### src/sv/efd_pkg.sv
// shared constants, status codes and request types for the escaped frame deframer
// no dependencies

package efd_pkg;

    localparam int PAYLOAD_BYTES_DEF = 9;

    localparam logic [7:0] DELIM   = 8'h7E;
    localparam logic [7:0] ESC     = 8'h7D;
    localparam logic [7:0] ESC_XOR = 8'h20;

    typedef enum logic [1:0] {
        ST_PAYLOAD     = 2'd0,
        ST_BAD_START   = 2'd1,
        ST_BAD_END     = 2'd2,
        ST_EXTRA_DELIM = 2'd3
    } status_t;

    // request from the parser to the burst reader
    typedef struct packed {
        logic    start;
        logic    bank;
        logic    err;
        status_t status;
    } efd_req_t;

    // bits needed for a payload index
    function automatic int idx_width(input int n);
        return (n > 1) ? $clog2(n) : 1;
    endfunction

    // bits needed for the frame position, 0 .. n+1
    function automatic int pos_width(input int n);
        return $clog2(n + 2);
    endfunction

endpackage

### src/sv/efd_ram.sv
// generic simple dual-port ram, one write and one registered read port
// no dependencies

module efd_ram #(
    parameter int WIDTH = 8,
    parameter int DEPTH = 32
) (
    input  logic                     clk,
    input  logic                     wr_en,
    input  logic [$clog2(DEPTH)-1:0] wr_addr,
    input  logic [WIDTH-1:0]         wr_data,
    input  logic                     rd_en,
    input  logic [$clog2(DEPTH)-1:0] rd_addr,
    output logic [WIDTH-1:0]         rd_data
);

    logic [WIDTH-1:0] mem_reg [DEPTH];

    // write port
    always_ff @(posedge clk)
    begin
        if (wr_en)
        begin
            mem_reg[wr_addr] <= wr_data;
        end
    end

    // registered read port
    always_ff @(posedge clk)
    begin
        if (rd_en)
        begin
            rd_data <= mem_reg[rd_addr];
        end
    end

endmodule

### src/sv/efd_parser.sv
// byte parser: sync hunt, delimiter checks, unescaping and frame store writes
// depends on efd_pkg

module efd_parser #(
    parameter int PAYLOAD_BYTES = efd_pkg::PAYLOAD_BYTES_DEF,
    parameter int AW = efd_pkg::idx_width(PAYLOAD_BYTES) + 1
) (
    input  logic             clk,
    input  logic             rst_n,
    input  logic             in_valid,
    output logic             in_stall,
    input  logic [7:0]       in_byte,
    input  logic             out_free,
    output efd_pkg::efd_req_t req,
    output logic             wr_en,
    output logic [AW-1:0]    wr_addr,
    output logic [7:0]       wr_data
);

    import efd_pkg::*;

    localparam int IDX_W = idx_width(PAYLOAD_BYTES);
    localparam int POS_W = pos_width(PAYLOAD_BYTES);

    logic [POS_W-1:0] pos_reg, pos_next;
    logic             synced_reg, synced_next;
    logic             esc_reg, esc_next;
    logic             second_reg, second_next;
    logic             bank_reg;

    logic             is_err, is_end, do_write, accept;
    status_t          err_status;
    logic [7:0]       data_c;
    logic [IDX_W-1:0] slot;

    // decode of one byte against the current frame position
    always_comb
    begin
        pos_next    = pos_reg;
        synced_next = synced_reg;
        esc_next    = esc_reg;
        second_next = second_reg;
        is_err      = 1'b0;
        is_end      = 1'b0;
        err_status  = ST_PAYLOAD;
        do_write    = 1'b0;
        data_c      = in_byte;
        if (!synced_reg)
        begin
            if (pos_reg == '0)
            begin
                if (in_byte == DELIM)
                begin
                    pos_next = POS_W'(1);
                end
            end
            else if (pos_reg != POS_W'(1))
            begin
                pos_next    = '0;
                esc_next    = 1'b0;
                second_next = 1'b0;
            end
            else if (in_byte == DELIM)
            begin
                if (second_reg)
                begin
                    is_err     = 1'b1;
                    err_status = ST_EXTRA_DELIM;
                end
                else
                begin
                    second_next = 1'b1;
                end
            end
            else
            begin
                // first payload byte gains sync
                synced_next = 1'b1;
                second_next = 1'b0;
                if (in_byte == ESC)
                begin
                    esc_next = 1'b1;
                end
                else
                begin
                    esc_next = 1'b0;
                    do_write = 1'b1;
                    pos_next = POS_W'(2);
                end
            end
        end
        else if (pos_reg == '0)
        begin
            if (in_byte == DELIM)
            begin
                pos_next = POS_W'(1);
            end
            else
            begin
                is_err     = 1'b1;
                err_status = ST_BAD_START;
            end
        end
        else if (pos_reg <= POS_W'(PAYLOAD_BYTES))
        begin
            if (esc_reg)
            begin
                data_c   = in_byte ^ ESC_XOR;
                esc_next = 1'b0;
                do_write = 1'b1;
                pos_next = pos_reg + POS_W'(1);
            end
            else if (in_byte == ESC)
            begin
                esc_next = 1'b1;
            end
            else
            begin
                do_write = 1'b1;
                pos_next = pos_reg + POS_W'(1);
            end
        end
        else if (pos_reg == POS_W'(PAYLOAD_BYTES + 1))
        begin
            if (in_byte == DELIM)
            begin
                is_end   = 1'b1;
                pos_next = '0;
                esc_next = 1'b0;
            end
            else
            begin
                is_err     = 1'b1;
                err_status = ST_BAD_END;
            end
        end
        else
        begin
            // stray position: back to hunting
            synced_next = 1'b0;
            pos_next    = '0;
            esc_next    = 1'b0;
            second_next = 1'b0;
        end
        if (is_err)
        begin
            synced_next = 1'b0;
            pos_next    = '0;
            esc_next    = 1'b0;
            second_next = 1'b0;
        end
    end

    // hold off a result-causing byte while the output side is busy
    assign in_stall = in_valid && (is_err || is_end) && !out_free;
    assign accept   = in_valid && !in_stall;

    assign slot    = IDX_W'(pos_reg - POS_W'(1));
    assign wr_en   = accept && do_write;
    assign wr_addr = {bank_reg, slot};
    assign wr_data = data_c;

    assign req.start  = accept && is_end;
    assign req.bank   = bank_reg;
    assign req.err    = accept && is_err;
    assign req.status = err_status;

    // frame state registers
    always_ff @(posedge clk or negedge rst_n)
    begin
        if (!rst_n)
        begin
            pos_reg    <= '0;
            synced_reg <= 1'b0;
            esc_reg    <= 1'b0;
            second_reg <= 1'b0;
            bank_reg   <= 1'b0;
        end
        else if (accept)
        begin
            pos_reg    <= pos_next;
            synced_reg <= synced_next;
            esc_reg    <= esc_next;
            second_reg <= second_next;
            if (is_end)
            begin
                bank_reg <= !bank_reg;
            end
        end
    end

endmodule

### src/sv/efd_burst.sv
// burst reader: reads a finished frame out of the ram and queues results
// depends on efd_pkg

module efd_burst #(
    parameter int PAYLOAD_BYTES = efd_pkg::PAYLOAD_BYTES_DEF,
    parameter int IDX_W = efd_pkg::idx_width(PAYLOAD_BYTES),
    parameter int AW = IDX_W + 1
) (
    input  logic              clk,
    input  logic              rst_n,
    input  efd_pkg::efd_req_t req,
    output logic              out_free,
    output logic              rd_en,
    output logic [AW-1:0]     rd_addr,
    input  logic [7:0]        rd_data,
    output logic              out_valid,
    input  logic              out_stall,
    output logic [7:0]        payload_byte,
    output logic [IDX_W-1:0]  byte_index,
    output logic [1:0]        status,
    output logic              last
);

    import efd_pkg::*;

    typedef struct packed {
        logic [7:0]       data;
        logic [IDX_W-1:0] idx;
        status_t          st;
        logic             lst;
    } entry_t;

    localparam logic [IDX_W-1:0] LAST_IDX = IDX_W'(PAYLOAD_BYTES - 1);

    logic             busy_reg;
    logic             bank_reg;
    logic [IDX_W-1:0] rd_idx_reg;
    logic             infl_reg;
    logic [IDX_W-1:0] infl_idx_reg;
    entry_t           fifo_reg [2];
    logic             wr_ptr_reg, rd_ptr_reg;
    logic [1:0]       cnt_reg;

    logic       pop, push, issue;
    logic [1:0] cnt_after, occupancy;
    entry_t     push_entry;
    entry_t     head;

    // occupancy once this cycle's pop and the read in flight are counted
    assign pop       = out_valid && !out_stall;
    assign cnt_after = cnt_reg - {1'b0, pop};
    assign occupancy = cnt_after + {1'b0, infl_reg};
    assign issue     = busy_reg && (occupancy < 2'd2);
    assign out_free  = !busy_reg && !infl_reg && (cnt_after < 2'd2);

    assign rd_en   = issue;
    assign rd_addr = {bank_reg, rd_idx_reg};

    // queue entry from ram data or from an error request
    always_comb
    begin
        if (infl_reg)
        begin
            push_entry.data = rd_data;
            push_entry.idx  = infl_idx_reg;
            push_entry.st   = ST_PAYLOAD;
            push_entry.lst  = (infl_idx_reg == LAST_IDX);
        end
        else
        begin
            push_entry.data = '0;
            push_entry.idx  = '0;
            push_entry.st   = req.status;
            push_entry.lst  = 1'b1;
        end
    end
    assign push = infl_reg || req.err;

    // read sequencer
    always_ff @(posedge clk or negedge rst_n)
    begin
        if (!rst_n)
        begin
            busy_reg     <= 1'b0;
            bank_reg     <= 1'b0;
            rd_idx_reg   <= '0;
            infl_reg     <= 1'b0;
            infl_idx_reg <= '0;
        end
        else
        begin
            infl_reg <= issue;
            if (issue)
            begin
                infl_idx_reg <= rd_idx_reg;
                if (rd_idx_reg == LAST_IDX)
                begin
                    busy_reg   <= 1'b0;
                    rd_idx_reg <= '0;
                end
                else
                begin
                    rd_idx_reg <= rd_idx_reg + IDX_W'(1);
                end
            end
            else if (req.start)
            begin
                busy_reg   <= 1'b1;
                bank_reg   <= req.bank;
                rd_idx_reg <= '0;
            end
        end
    end

    // two-entry result queue pointers
    always_ff @(posedge clk or negedge rst_n)
    begin
        if (!rst_n)
        begin
            wr_ptr_reg <= 1'b0;
            rd_ptr_reg <= 1'b0;
            cnt_reg    <= '0;
        end
        else
        begin
            if (push)
            begin
                wr_ptr_reg <= !wr_ptr_reg;
            end
            if (pop)
            begin
                rd_ptr_reg <= !rd_ptr_reg;
            end
            cnt_reg <= cnt_after + {1'b0, push};
        end
    end

    // queue storage
    always_ff @(posedge clk)
    begin
        if (push)
        begin
            fifo_reg[wr_ptr_reg] <= push_entry;
        end
    end

    assign head         = fifo_reg[rd_ptr_reg];
    assign out_valid    = (cnt_reg != 2'd0);
    assign payload_byte = head.data;
    assign byte_index   = head.idx;
    assign status       = head.st;
    assign last         = head.lst;

endmodule

### src/sv/escaped_fixed_frame_deframer_unit.sv
// top level of the escaped fixed-length frame deframer
// depends on efd_pkg, efd_ram, efd_parser, efd_burst

// One raw byte is taken per cycle while in_stall is low. A frame is a 0x7E start,
// PAYLOAD_BYTES payload bytes (0x7D escapes the next byte, which is XORed with
// 0x20) and a 0x7E end; the end delimiter releases the payload as a run of
// PAYLOAD_BYTES results, one per cycle while out_stall is low, read from a
// two-bank frame ram through its single read port, the final one with last set.
// Error results (bad start, bad end, extra delimiter while resyncing) are single
// results with last set and zero data and index. Bytes that cause a result are
// held with in_stall while the previous run is still being read out, while its
// last ram read is in flight or while the two-entry output queue is full. All
// other bytes go straight in. No clearing pass is needed after reset.

module escaped_fixed_frame_deframer_unit #(
    parameter int PAYLOAD_BYTES = efd_pkg::PAYLOAD_BYTES_DEF
) (
    input  logic                                      clk,
    input  logic                                      rst_n,
    input  logic                                      in_valid,
    output logic                                      in_stall,
    input  logic [7:0]                                in_byte,
    output logic                                      out_valid,
    input  logic                                      out_stall,
    output logic [7:0]                                payload_byte,
    output logic [efd_pkg::idx_width(PAYLOAD_BYTES)-1:0] byte_index,
    output logic [1:0]                                status,
    output logic                                      last
);

    import efd_pkg::*;

    localparam int IDX_W = idx_width(PAYLOAD_BYTES);
    localparam int AW    = IDX_W + 1;
    localparam int DEPTH = 2 ** AW;

    efd_req_t        req;
    logic            out_free;
    logic            wr_en, rd_en;
    logic [AW-1:0]   wr_addr, rd_addr;
    logic [7:0]      wr_data, rd_data;

    // two frame banks, one filling while the other is read out
    efd_ram #(
        .WIDTH (8),
        .DEPTH (DEPTH)
    ) u_frame_ram (
        .clk     (clk),
        .wr_en   (wr_en),
        .wr_addr (wr_addr),
        .wr_data (wr_data),
        .rd_en   (rd_en),
        .rd_addr (rd_addr),
        .rd_data (rd_data)
    );

    // input side
    efd_parser #(
        .PAYLOAD_BYTES (PAYLOAD_BYTES),
        .AW            (AW)
    ) u_parser (
        .clk      (clk),
        .rst_n    (rst_n),
        .in_valid (in_valid),
        .in_stall (in_stall),
        .in_byte  (in_byte),
        .out_free (out_free),
        .req      (req),
        .wr_en    (wr_en),
        .wr_addr  (wr_addr),
        .wr_data  (wr_data)
    );

    // output side
    efd_burst #(
        .PAYLOAD_BYTES (PAYLOAD_BYTES),
        .IDX_W         (IDX_W),
        .AW            (AW)
    ) u_burst (
        .clk          (clk),
        .rst_n        (rst_n),
        .req          (req),
        .out_free     (out_free),
        .rd_en        (rd_en),
        .rd_addr      (rd_addr),
        .rd_data      (rd_data),
        .out_valid    (out_valid),
        .out_stall    (out_stall),
        .payload_byte (payload_byte),
        .byte_index   (byte_index),
        .status       (status),
        .last         (last)
    );

endmodule

### config.mk
export PLATFORM = sky130hd
export DESIGN_NAME = escaped_fixed_frame_deframer_unit
export DESIGN_NICKNAME = d
export VERILOG_FILES = /design/src/sv/efd_pkg.sv /design/src/sv/efd_ram.sv /design/src/sv/efd_parser.sv /design/src/sv/efd_burst.sv /design/src/sv/escaped_fixed_frame_deframer_unit.sv
export SDC_FILE = /design/constraint.sdc
export NUM_CORES = 1
export LEC_CHECK = 0
export BUFFER_PORTS_ARGS = -buffer_cell sky130_fd_sc_hd__buf_2
export CAP_MARGIN = 10
export CORE_ASPECT_RATIO = 2
export CORE_MARGIN = 4
export CORE_UTILIZATION = 62
export CTS_BUF_LIST = sky130_fd_sc_hd__clkbuf_2
export CTS_CLUSTER_SIZE = 30
export DETAILED_ROUTE_END_ITERATION = 16
export PLACE_DENSITY = 0.82
export SLEW_MARGIN = 5
export SYNTH_ARGS = -nofsm -noshare
export SYNTH_HDL_FRONTEND = slang
export SYNTH_SLANG_ARGS = --single-unit
### constraint.sdc
create_clock -name clk -period 3.9 [get_ports clk]
set_input_delay 0.78 -clock clk [delete_from_list [all_inputs] [get_ports clk]]
set_output_delay 0.78 -clock clk [all_outputs]
set_load 0.05 [all_outputs]
==> flow_metrics.py, run 1 <==
metrics = {
    "sta": {
        "period_minus_slack_ns": 3.725,
        "drv_slew": 0,
        "clock-skew-final_ns": 0.04712,
        "worstMarginPinSlew_ns": 0.9401,
        "post-route-period-util": 0.9552,
        "relSlewSlack": 0.3733,
        "fmaxAchievable_mhz": 268.4,
        "final-hold-violation-count": 0,
        "setup_violations": 0,
        "timing.hold.ws_ns": 0.1581,
    },
    "cells_and_area": {
        "syn_to_final_growth_pct": 8.411,
        "post_route_cells_drive_above_1_share": 0.2822,
        "stdcell_count": 1131,
        "fin_nets": 836,
        "multi_input_area_sq_um": 3596,
        "fill_cells": 1352,
        "largest_reg_flops": 256,
        "regArea_sq_um": 9410,
    },
    "detailed_routing": {
        "firstDrtPassIters": 7,
        "vias": 7397,
        "ant_nets": 0,
        "drt-initial-drc-count": 828,
        "finalWirelength_mm": 30.50,
        "remaining_drc_errors": 0,
        "routed_via_density": 6.540,
        "wl_per_cell_um": 26.96,
    },
    "worst_setup_path": {
        "r2r-start": "u_burst.cnt_reg[1]",
        "critPathLaunchType": "flop",
        "worstPathMaxFanout": 11,
        "slowest_delay_ns": 0.49,
        "startpoint": "u_parser.pos_reg[1]",
        "worst_ep_required_time_ns": 3.12,
        "path_cells": "inv_1 -> ha_4 -> or3b_4 -> o21ai_2 -> nand2_1 -> a21oi_1 -> buf_4",
        "endpoint_kind": "output pin",
        "worstSetupPathType": "reg -> out",
        "arrival_ns": 2.95,
        "cp_slowest_cell": "dfrtp_2",
    },
    "cts": {
        "cts_tree": "yes",
        "clock_latency_ns": 0.88,
        "clock_sinks": 317,
        "cts_setup_buffers": 0,
        "clk_pin_slew_ns": 0.14,
        "cts-htree-levels": 2,
        "cts_buffer_depth": 3,
        "numCtsBuffers": 60,
        "root_buffer": "clkbuf_2",
    },
    "logic_synthesis": {
        "synth_cell_type_count": 75,
        "synth_nets": 762,
        "syn_avg_cell_area_sq_um": 17.89,
        "synth-main-ff-cell": "edfxtp_1",
        "synthCells": 739,
        "mappedNetlistArea_sq_um": 13220,
        "synth-edff-count": 294,
        "yosysSeqAreaShare": 0.7111,
        "yosys_register_bits": 317,
        "ys_warn_count": 0,
        "async_reset_ff_frac": 0.07256,
    },
    "global_route": {
        "grt_pass1_wl_mm": 46.05,
        "grt_pass1_vias": 7793,
        "grt_max_degree": 41,
        "antenna_found_initial": 1,
        "overflow": 0,
        "gr-usage-all-layers": 0.2589,
    },
    "floorplanning": {
        "rows": 75,
        "coreArea_sq_um": 21020,
        "num_io_pins": 29,
        "die_w_um": 111.3,
        "initial_core_util": 0.6291,
        "die_area_sq_um": 23870,
        "die_h_um": 214.5,
    },
    "place": {
        "dp_cells": 1019,
        "portBuffers": 28,
        "gp_congestion": 1.003,
        "dp_hpwl_mm": 20.61,
    },
    "pwr": {
        "p_leak_nw": 4.755,
        "powerDensity_nw_per_um2": 478.0,
        "ir_drop_v": 0.0003512,
    },
    "worst_hold_path": {
        "min_from": "in_byte[4]",
        "hold_path.class": "in -> reg",
    },
    "run": {
        "maxCapViolCount": 0,
    },
    "outcome": {
        "run_status": "finished, final reports clean",
    },
}
[through the flow]
stage | utilization | setup TNS (ns) | power (mW) | setup WS [ns] | cell area, sq um
5_1_grt | 0.6820 | -0.03112 | 7.152 | -0.03112 | 14340
6_report | 0.6820 | 0 | 6.853 | 0.1748 | 14340
3_3_place_gp | 0.6500 | 0 | 4.871 | 0.5859 | 13660
2_1_floorplan | - | 0 | 4.586 | 0.5758 | 13220
3_5_place_dp | 0.6500 | 0 | 4.892 | 0.4402 | 13660
4_1_cts | 0.6809 | 0 | 6.875 | 0.03267 | 14310
[report_power, final]
part	switching [mW]	internal [mW]
clock network	1.18	0.835
logic	0.686	0.306
registers	0.0853	3.76
[cells in the mapped netlist, types with 3 or more instances]
cell type	n	area [sq um]
edfxtp_1	294	8828
mux2i_1	48	480.5
mux4_2	40	900.9
o221ai_1	32	280.3
mux2_2	26	292.8
dfrtp_1	23	575.6
and3_1	22	137.6
nand2_1	22	82.58
clkbuf_1	18	67.56
and2_1	16	100.1
nor2b_1	16	100.1
inv_1	13	48.80
o21ai_0	13	65.06
nor2_1	12	45.04
ha_1	11	137.6
o31ai_1	10	75.07
a21boi_0	8	60.06
buf_4	8	60.06
o22ai_1	8	50.05
and3_2	6	45.04
buf_2	6	30.03
xnor2_1	6	52.55
a21oi_1	5	25.02
o211ai_1	5	37.54
nor3_1	4	20.02
xor2_1	4	35.03
nand2b_1	3	18.77
o21a_1	3	22.52
[routing by layer]
| metal | part of all wire | vias to the layer above | global-route usage |
|---|---|---|---|
| met1 | 0.32 | 3658 | 0.2711 |
| met5 | 0 | - | 0 |
| met2 | 0.55 | 435 | 0.4740 |
| li1 | - | 3174 | - |
| met3 | 0.067 | 130 | 0.04716 |
| met4 | 0.068 | 0 | 0.1559 |
[critical path: cells and delay by family, from the launching register on]
kind,cells,cell delay [ns]
simple gates,2,0.53
buf+inv,2,0.40
compound gates,2,0.41
flops,1,0.49
fa+ha+maj,1,0.23
[logic make-up (layout without fill, tap and decap cells)]
logic type,after synthesis,after routing,synth area share
AOI/OAI and AO/OA,107,107,0.06462
xor gates and xnor gates,10,10,0.006623
adders and majority gates,11,11,0.01041
buffers and inverters,51,173,0.01930
DFF,317,317,0.7111
muxes,114,114,0.1266
other,0,1,0
and+or+nand+nor,129,129,0.06131
[layout make-up]
type	count	area share
clock buffer	79	0.02758
clock inverter	31	0.01650
tap	269	0.02348
timing repair buffer	50	0.02164
antenna	1	0.0001746
multi-input combinational	371	0.2508
inverter	13	0.003404
sequential	317	0.6564
[cell usage in the layout (no fill, tap or decap), drive strengths merged, types with 3 or more instances in the layout]
cell    synthesis  routed
a21boi          8       8
a21oi           6       6
a22oi           3       3
a31o            3       3
and2           19      19
and3           28      28
buf            18      49
bufinv          0       4
clkbuf         20      79
clkinv          0      27
dfrtp          23      23
edfxtp        294     294
ha             11      11
inv            13      13
mux2           26      26
mux2i          48      48
mux4           40      40
nand2          22      22
nand2b          3       3
nand4           3       3
nor2           13      13
nor2b          16      16
nor3            4       4
o211ai          6       6
o21a            3       3
o21ai          16      16
o221ai         32      32
o22ai           8       8
o31ai          10      10
or3             3       3
xnor2           6       6
xor2            4       4
[what timing repair did]
| action | in CTS | in global routing |
|---|---|---|
| hold endpoints to repair | 23 | 0 |
| hold buffers | 1 | 0 |
| pin swaps | 0 | 0 |
| resized for setup | 3 | 4 |
| endpoints found under the setup margin | 1 | 1 |
[final timing paths]
check                                        endpoint  slack, ns  cells after the start
max                                          in_stall       0.17                      7
min                        u_frame_ram.mem_reg[31][4]       0.16                      1
max reg2reg                u_frame_ram.mem_reg[12][0]       0.62                      9
min reg2reg                        u_burst.wr_ptr_reg       0.51                      1
max in group asynchronous       u_burst.rd_idx_reg[0]       3.03                      2
min in group asynchronous     u_burst.infl_idx_reg[1]       0.42                      2
Note: power is estimated with default switching activity, not from simulation.
==> run 2, diff against run 1 <==
--- a/config.mk
+++ b/config.mk
@@ -17,4 +17,5 @@
 export SLEW_MARGIN = 5
 export SYNTH_ARGS = -nofsm -noshare
 export SYNTH_HDL_FRONTEND = slang
+export SYNTH_HIERARCHICAL = 1
 export SYNTH_SLANG_ARGS = --single-unit
==> run 2 against run 1 <==
Effect of this change:
- synthesized cell count shrank 9.7%
- sequential share of layout area shrank 0.20 points
- via count shrank 7.5%
- largest cell class unchanged
- routed wire length shrank 7.3%
- total power grew 4.7%
- register-to-register slack lost 0.49 ns
- worst hold slack gained 0.28 ns
- critical path type unchanged
- non-clock buffer count grew 18
==> flow_metrics.py, run 2 <==
metrics = {
    "sta": {
        "worstMarginPinSlew_ns": 0.7771,
        "timing.hold.ws_ns": 0.4366,
        "fmaxAchievable_mhz": 263.7,
        "clock-skew-final_ns": 0.05824,
        "drv_slew": 0,
        "relSlewSlack": 0.4800,
        "period_minus_slack_ns": 3.792,
        "final-hold-violation-count": 0,
        "setup_violations": 0,
        "post-route-period-util": 0.9722,
        "rsz0062_at_grt": "yes",
    },
    "floorplanning": {
        "coreArea_sq_um": 20550,
        "die_w_um": 110.5,
        "rows": 74,
        "num_io_pins": 29,
        "die_area_sq_um": 23540,
        "initial_core_util": 0.6339,
        "die_h_um": 213.0,
    },
    "worst_setup_path": {
        "r2r-end": "u_frame_ram/mem_reg[8][1]",
        "path_cells": "or2_4 -> nor2b_4 -> ha_4 -> xor2_4 -> nor3_4 -> or3b_4 -> nor4_4 -> buf_4 -> o31a_1 -> buf_6",
        "cp_slowest_cell": "or3b_4",
        "r2r-start": "u_burst/cnt_reg[0]",
        "endpoint_kind": "output pin",
        "r2r_slack_ns": 0.13,
        "worst_ep_required_time_ns": 3.12,
        "cp_num_buf_inv": 2,
        "reg2reg_depth": 14,
        "slowest_delay_ns": 0.42,
        "worstPathMaxFanout": 3,
        "critPathLaunchType": "flop",
        "crit_family": "simple AND/OR/NAND/NOR gates",
        "arrival_ns": 3.01,
        "worstSetupPathType": "reg -> out",
    },
    "logic_synthesis": {
        "async_reset_ff_frac": 0.07256,
        "synth_top_area_share": 0.6776,
        "synth-main-ff-cell": "edfxtp_1",
        "synthCells": 667,
        "synth_cell_type_count": 60,
        "ys_top_cells_by_count": "edfxtp_1, mux4_2, nor2_1, dfrtp_1, mux2_2",
        "yosysSeqAreaShare": 0.7218,
        "synth_area_leaders": "edfxtp_1, mux4_2, dfrtp_1",
        "mappedNetlistArea_sq_um": 13030,
        "synth-edff-count": 294,
        "synth_largest_area_cell": "edfxtp_1",
        "ys_warn_count": 6,
        "syn_avg_cell_area_sq_um": 19.53,
        "synth_nets": 687,
        "synth_most_common_cell": "edfxtp_1",
        "yosys_register_bits": 317,
    },
    "global_route": {
        "grt_pass1_wl_mm": 43.05,
        "grt_max_degree": 73,
        "antenna_found_initial": 1,
        "overflow": 0,
        "grt_pass1_vias": 7273,
        "gr-usage-all-layers": 0.2469,
    },
    "cts": {
        "clock_sinks": 317,
        "clk_pin_slew_ns": 0.10,
        "cts_buffer_depth": 3,
        "clock_latency_ns": 0.80,
        "cts-htree-levels": 3,
        "cts_tree": "yes",
        "numCtsBuffers": 66,
        "root_buffer": "clkbuf_2",
    },
    "cells_and_area": {
        "fin_nets": 785,
        "syn_to_final_growth_pct": 10.35,
        "postLayoutCoreUtil": 0.6995,
        "largest_reg_flops": 256,
        "mostFrequentLayoutCell": "edfxtp_1",
        "post_route_cells_drive_above_1_share": 0.3804,
        "layout_common_cells": "edfxtp_1, clkbuf_2, mux4_2, nor2_1, buf_4",
    },
    "detailed_routing": {
        "remaining_drc_errors": 0,
        "drt-initial-drc-count": 716,
        "finalWirelength_mm": 28.27,
        "ant_nets": 0,
        "vias": 6842,
        "routed_via_density": 6.323,
        "firstDrtPassIters": 5,
        "wl_per_cell_um": 26.12,
    },
    "pwr": {
        "p_leak_nw": 4.813,
        "ir_drop_v": 0.0002689,
        "powerDensity_nw_per_um2": 499.1,
        "p_total_mw": 7.175,
    },
    "worst_hold_path": {
        "min_to": "u_burst/rd_ptr_reg",
        "hold_path.class": "in -> reg",
        "whs_path_depth": 4,
        "min_from": "out_stall",
    },
    "place": {
        "dp_hpwl_mm": 18.84,
        "portBuffers": 28,
        "gp_congestion": 0.9247,
    },
    "outcome": {
        "run_status": "finished, final reports clean",
    },
    "run": {
        "maxCapViolCount": 0,
    },
}
run 2: changes by cell type after synthesis, sizes merged, moves of 8 or more:
cell,previous run,this run
nand2,22,10
mux4,40,80
mux2i,48,0
o31ai,10,1
nor2b,16,7
clkbuf,20,12
and3,28,2
o221ai,32,0
buf,18,26
nor2,13,46
run 2: cell families after synthesis:
family | count (synthesis) | share of synthesized area
AOI/OAI and AO/OA | 42 | 0.02027
xor gates and xnor gates | 10 | 0.007876
adders and majority gates | 8 | 0.007683
buffers and inverters | 52 | 0.02055
DFF | 317 | 0.7218
muxes | 108 | 0.1636
and+or+nand+nor | 130 | 0.05820
run 2: worst min-delay path, cell delays in order:
cell	delay (ns)
buf_2	0.10
nor2b_4	0.05
buf_4	0.12
xor2_1	0.12
run 2: how the worst max path moves through the flow:
| stage | cells after the start | to | slack (ns) | from |
|---|---|---|---|---|
| finish | 10 | in_stall | 0.11 | u_burst/cnt_reg[0] |
| global route | 10 | in_stall | -0.04 | u_burst/cnt_reg[0] |
| CTS | 10 | in_stall | -0.15 | u_burst/cnt_reg[0] |
| detailed placement | 14 | u_frame_ram/mem_reg[25][1] | -0.03 | out_stall |
| global placement | 14 | u_frame_ram/mem_reg[8][1] | 0.13 | out_stall |
| floorplan | 13 | u_frame_ram/mem_reg[28][0] | -0.01 | u_burst/cnt_reg[1] |
run 2: metrics by stage:
| stage | TNS [ns] | setup WS [ns] | cells | area [sq um] |
|---|---|---|---|---|
| 2_1_floorplan | -0.5438 | -0.01138 | 667 | 13030 |
| 3_3_place_gp | 0 | 0.1315 | 957 | 13580 |
| 3_5_place_dp | -0.2575 | -0.02630 | 957 | 13580 |
| 4_1_cts | -0.1512 | -0.1512 | 1077 | 14270 |
| 5_1_grt | -0.03929 | -0.03929 | 1082 | 14380 |
| 6_report | 0 | 0.1084 | 1082 | 14380 |
run 2: per-layer routing:
metal / GRT usage / vias up / wire, um
li1: - / 2912 / -
met1: 0.2615 / 3503 / 9156
met2: 0.4566 / 345 / 16050
met3: 0.04566 / 82 / 1517
met4: 0.1437 / 0 / 1541
met5: 0 / - / 0
run 2: power breakdown:
group | switching, mW | total (mW) | internal (mW)
registers | 0.0872 | 3.87 | 3.78
clock network | 1.20 | 1.95 | 0.755
logic | 0.807 | 1.36 | 0.550
total | 2.09 | 7.18 | 5.08
run 2: final cells by class:
class | instances | area [sq um]
Fill cell | 1268 | 6177
Timing Repair Buffer | 68 | 494.2
Antenna cell | 1 | 2.502
Clock inverter | 31 | 183.9
Sequential cell | 317 | 9409
Clock buffer | 87 | 435.4
Tap cell | 266 | 332.8
Multi-Input combinational cell | 298 | 3467
Inverter | 14 | 52.55
run 2: what timing repair did:
item / CTS / global route
hold buffers: 1 / 0
hold endpoints to repair: 23 / 0
setup buffers: 2 / 3
pin swaps: 3 / 6
setup endpoints to repair: 7 / 226
resized for setup: 13 / 12
